--- config.mk ---
export PLATFORM = sky130hd
export DESIGN_NAME = sbmv_ctrl
export DESIGN_NICKNAME = d
export VERILOG_FILES = /design/src/rtl/core/sbmv_pkg.sv /design/src/rtl/core/sbmv_ctrl.sv
export SDC_FILE = /design/constraint.sdc
export NUM_CORES = 1
export LEC_CHECK = 0
export BUFFER_PORTS_ARGS = -buffer_cell sky130_fd_sc_hd__clkbuf_2
export CAP_MARGIN = 0
export CELL_PAD_IN_SITES_DETAIL_PLACEMENT = 1
export CELL_PAD_IN_SITES_GLOBAL_PLACEMENT = 1
export CORE_AREA = 2 2 39 41
export CTS_CLUSTER_DIAMETER = 40
export DETAILED_ROUTE_END_ITERATION = 16
export DIE_AREA = 0 0 41 43
export PLACE_DENSITY = 0.36
export SETUP_SLACK_MARGIN = 0.1
export SYNTH_ARGS = -nofsm -noshare
export SYNTH_HDL_FRONTEND = slang
export SYNTH_SLANG_ARGS = --single-unit
export TNS_END_PERCENT = 100
--- constraint.sdc ---
create_clock -name clock -period 1.4 [get_ports clock]
set_clock_uncertainty 0.1 [all_clocks]
set_input_delay 0.28 -clock clock [delete_from_list [all_inputs] [get_ports clock]]
set_output_delay 0.28 -clock clock [all_outputs]
set_load 0.005 [all_outputs]
--- src/rtl/core/sbmv_pkg.sv ---
package sbmv_pkg;

   localparam int SECTOR_BYTES = 512;
   localparam int MAX_PASSES   = 15;

   localparam int POS_W = $clog2(SECTOR_BYTES);
   localparam int CNT_W = $clog2(MAX_PASSES + 1);
   localparam int TOT_W = 13;
   localparam int MEM_W = 8 * CNT_W;

   localparam logic [POS_W-1:0] LAST_POS   = POS_W'(SECTOR_BYTES - 1);
   localparam logic [CNT_W-1:0] PASS_LIMIT = CNT_W'(MAX_PASSES);
   localparam logic [TOT_W-1:0] TOTAL_MAX  = '1;

   localparam int REQ_TDATA_W = 8;
   localparam int RSP_TDATA_W = 48;

   typedef enum logic [1:0] {
      SECTOR_FAILED    = 2'd0,
      SECTOR_STABLE    = 2'd1,
      SECTOR_RECOVERED = 2'd2,
      SECTOR_UNCERTAIN = 2'd3
   } sector_status_type;

   typedef enum logic {
      ACT_VOTE = 1'b0,
      ACT_READ = 1'b1
   } action_type;

   // controller to datapath
   typedef struct packed {
      logic capture;    // request accepted, latch it and read its counters
      logic exec_vote;  // add the latched byte as votes
      logic exec_read;  // rebuild the byte and load the result register
      logic clr_step;   // zero one memory row
   } cmd_type;

   // datapath to controller
   typedef struct packed {
      action_type action;
      logic       at_end;
      logic       out_free;
      logic       clr_last;
   } stat_type;

endpackage

--- src/rtl/core/sbmv_ctrl.sv ---
module sbmv_ctrl (
   input  logic              clock,
   input  logic              reset,
   input  logic              req_tvalid,
   output logic              req_tready,
   input  sbmv_pkg::stat_type stat,
   output sbmv_pkg::cmd_type  cmd
);
   import sbmv_pkg::*;

   typedef enum logic [1:0] {
      S_CLEAR,
      S_IDLE,
      S_EXEC
   } state_type;

   state_type state_ff, state_in;

   always_comb begin
      state_in      = state_ff;
      cmd           = '0;
      req_tready    = 1'b0;
      unique case (state_ff)
         S_CLEAR: begin
            cmd.clr_step = 1'b1;
            if (stat.clr_last) begin
               state_in = S_IDLE;
            end
         end
         S_IDLE: begin
            req_tready  = 1'b1;
            cmd.capture = req_tvalid;
            if (req_tvalid) begin
               state_in = S_EXEC;
            end
         end
         S_EXEC: begin
            if (stat.action == ACT_VOTE) begin
               cmd.exec_vote = 1'b1;
               state_in      = S_IDLE;
            end else if (stat.out_free) begin
               cmd.exec_read = 1'b1;
               // final byte of the readout wipes the counters
               state_in      = stat.at_end ? S_CLEAR : S_IDLE;
            end
         end
         default: state_in = S_CLEAR;
      endcase
   end

   always_ff @(posedge clock) begin
      if (reset) begin
         state_ff <= S_CLEAR;
      end else begin
         state_ff <= state_in;
      end
   end

endmodule

==> impl_results.md <==
* Die H at 43 um
* Routed WL at 449 um
* Reg area at 45.0 um^2
* H-Tree Depth at 1
* Max reg flops at 2
* Clock root buffer: clkbuf_4
* Worst-path clk slew at 0.03 ns
* Syn Inst Count at 17
* Most flops, register: state_ff
* Setup crit start: state_ff[0]
* Largest net degree at the start of global routing at 5
* Setup violations, final at 0
* Tot Pwr at 0.245 mW
* Worst path required time at 1.02 ns
* Worst r2r src: state_ff[0]
* Post-route design area at 279 um^2
* Reg2reg path depth at 4
* Final nets at 44
* Biggest regs: state_ff (2)
* Max_cap viols at 0
* Clk sinks at 2
* Hold wc startpoint: reset
* Detail Route Antenna Nets at 0
* Placed cells at 44
* Fill cells at 183
* Worst skew pair latency at 0.22 ns
* Finished Layout Cells at 51
* Unrepaired setup endpoints after global routing: true
* Ant. Diodes at 0
* Most common cell after layout, fill and taps aside: clkbuf_2
* Hold depth at 2
* Num CTS Buffers at 3
* DR WL/cell at 8.80 um
* Outcome: finished, final reports clean
* Hold Fails Final Rpt at 0
* Max FO, Critical Path at 4
* Max transition margin at 90.0%
* Slew @ Worst Pin at 0.146 ns
* Vias per std cell at 3.59
* Worst path cell trace: and2b_1 -> and2_1 -> clkbuf_2
* Most frequent cells in the layout: clkbuf_2, buf_4, inv_1, clkbuf_4
* Critical path depth in cells at 3
* Final GP Congestion at 0.623
* Mapped cell area at 131 um^2
* Hold buffers post-CTS at 0
* CTS tree: done
* Die width at 41 um
* Worst path arrival time at 0.99 ns
* Max-slew violations at 0
* Final Cycle Share at 97.6%
* Endpoint class of the critical path: output port
* Post-detailed-route DRC marker count at 0
* Sequential area share after synthesis at 30.5%
* Hpwl dp at 361 um
* Layout cells sized above 1 at 65.7%
* I/O Buffers at 11
* # rows at 14
* Via count at 183
* Die area at 1760 um^2
* CP max stage cell: dfxtp_4
* IO Pins at 12
* Tmin final at 1.37 ns
* Synth warn at 0
* Crit path buffers/inverters at 1
* Largest delay share family, worst path: flip-flops
* Initial antenna violation count at 0
* First-pass GRT wire length at 627 um
* Setup crit start kind: register
* Layout area overhead at 112%
* Crit Path Class: register to output port
* Global Route Usage Sum at 6.01%
* HP Class: input port to register
* Max incr delay on CP at 0.35 ns
* Fmax at 0.732 GHz
* Peak VDD IR at 0.000547 V
* Number of global-route vias before repair at 173
* Syn_nets at 24
* PwrDens at 876 nW/um^2
* Initial Utilization at 9.49%
* Pre-antenna DRT Iters at 2
* Synth Area per Inst at 7.73 um^2
* Pleak at 0.150 nW
* Area of the multi-input gates at 95.1 um^2
* DP Area at 206 um^2
* Synth unique cells at 12
* Initial drt markers at 2
* Clk buf depth at 2
* Final global-route overflow total at 0
* Yosys reg bits at 2
* CORE AREA at 1380 um^2
where the power goes:
part	leakage [nW]	switching, mW	internal [mW]
combinational	0.118	0.0216	0.0321
clock	0.0138	0.0301	0.0943
sequential	0.0175	0.00472	0.0617
cell type report:
| type | instances | share of cell area, % |
|---|---|---|
| well taps | 16 | 7.17 |
| clock buffers | 3 | 8.07 |
| repair buffers | 15 | 30.5 |
| flip-flops and latches | 2 | 16.1 |
| multi-input cells | 12 | 34.1 |
| inverters | 3 | 4.04 |
metrics by stage:
step | utilization [%] | TNS [ns] | setup WS, ns | hold slack, ns
floorplan | - | 0 | 0.326 | 0.252
global placement | 14.9 | 0 | 0.201 | 0.380
detailed placement | 14.9 | 0 | 0.198 | 0.389
CTS | 19.4 | 0 | 0.0179 | 0.148
global route | 20.2 | -0.0340 | -0.0340 | 0.161
finish | 20.2 | 0 | 0.0333 | 0.154
path summary, 6_finish.rpt:
kind | endpoint | slack [ns]
max reg2reg | state_ff[1] | 0.31
max | cmd[3] | 0.03
min reg2reg | state_ff[0] | 0.60
min | state_ff[1] | 0.15
kinds of logic (layout without fill, tap and decap cells):
logic type,Yosys count,count (layout),synth area share [%]
compound gates,3,3,18.1
flops,2,2,30.5
buf+inv,3,21,8.57
mux,1,1,7.62
simple gates,8,8,35.2
per-layer routing:
| layer | part of all wire (%) | vias up | GRT usage, % |
|---|---|---|---|
| met5 | 0 | - | 0 |
| met4 | 0 | 0 | 4.00 |
| met3 | 18 | 0 | 6.28 |
| met2 | 36 | 15 | 6.25 |
| met1 | 46 | 75 | 7.01 |
| li1 | - | 93 | - |
synthesized netlist by cell type:
master / number / area, um^2
and3_1: 1 / 6.26
and2b_1: 1 / 7.51
nor2b_1: 1 / 6.26
nor2b_2: 1 / 8.76
o21ai_0: 1 / 5.00
a32o_1: 1 / 10.0
nor2_1: 3 / 11.3
inv_1: 3 / 11.3
a32oi_1: 1 / 8.76
and2_1: 1 / 6.26
mux2i_1: 1 / 10.0
dfxtp_1: 2 / 40.0
what timing repair did:
action,4_1_cts,5_1_grt
buffers inserted,4,0
endpoints found under the hold margin,0,0
setup endpoints to repair,3,5
gates resized for setup,4,3
pin swaps,2,0
Power figures use the tool's default switching activity.
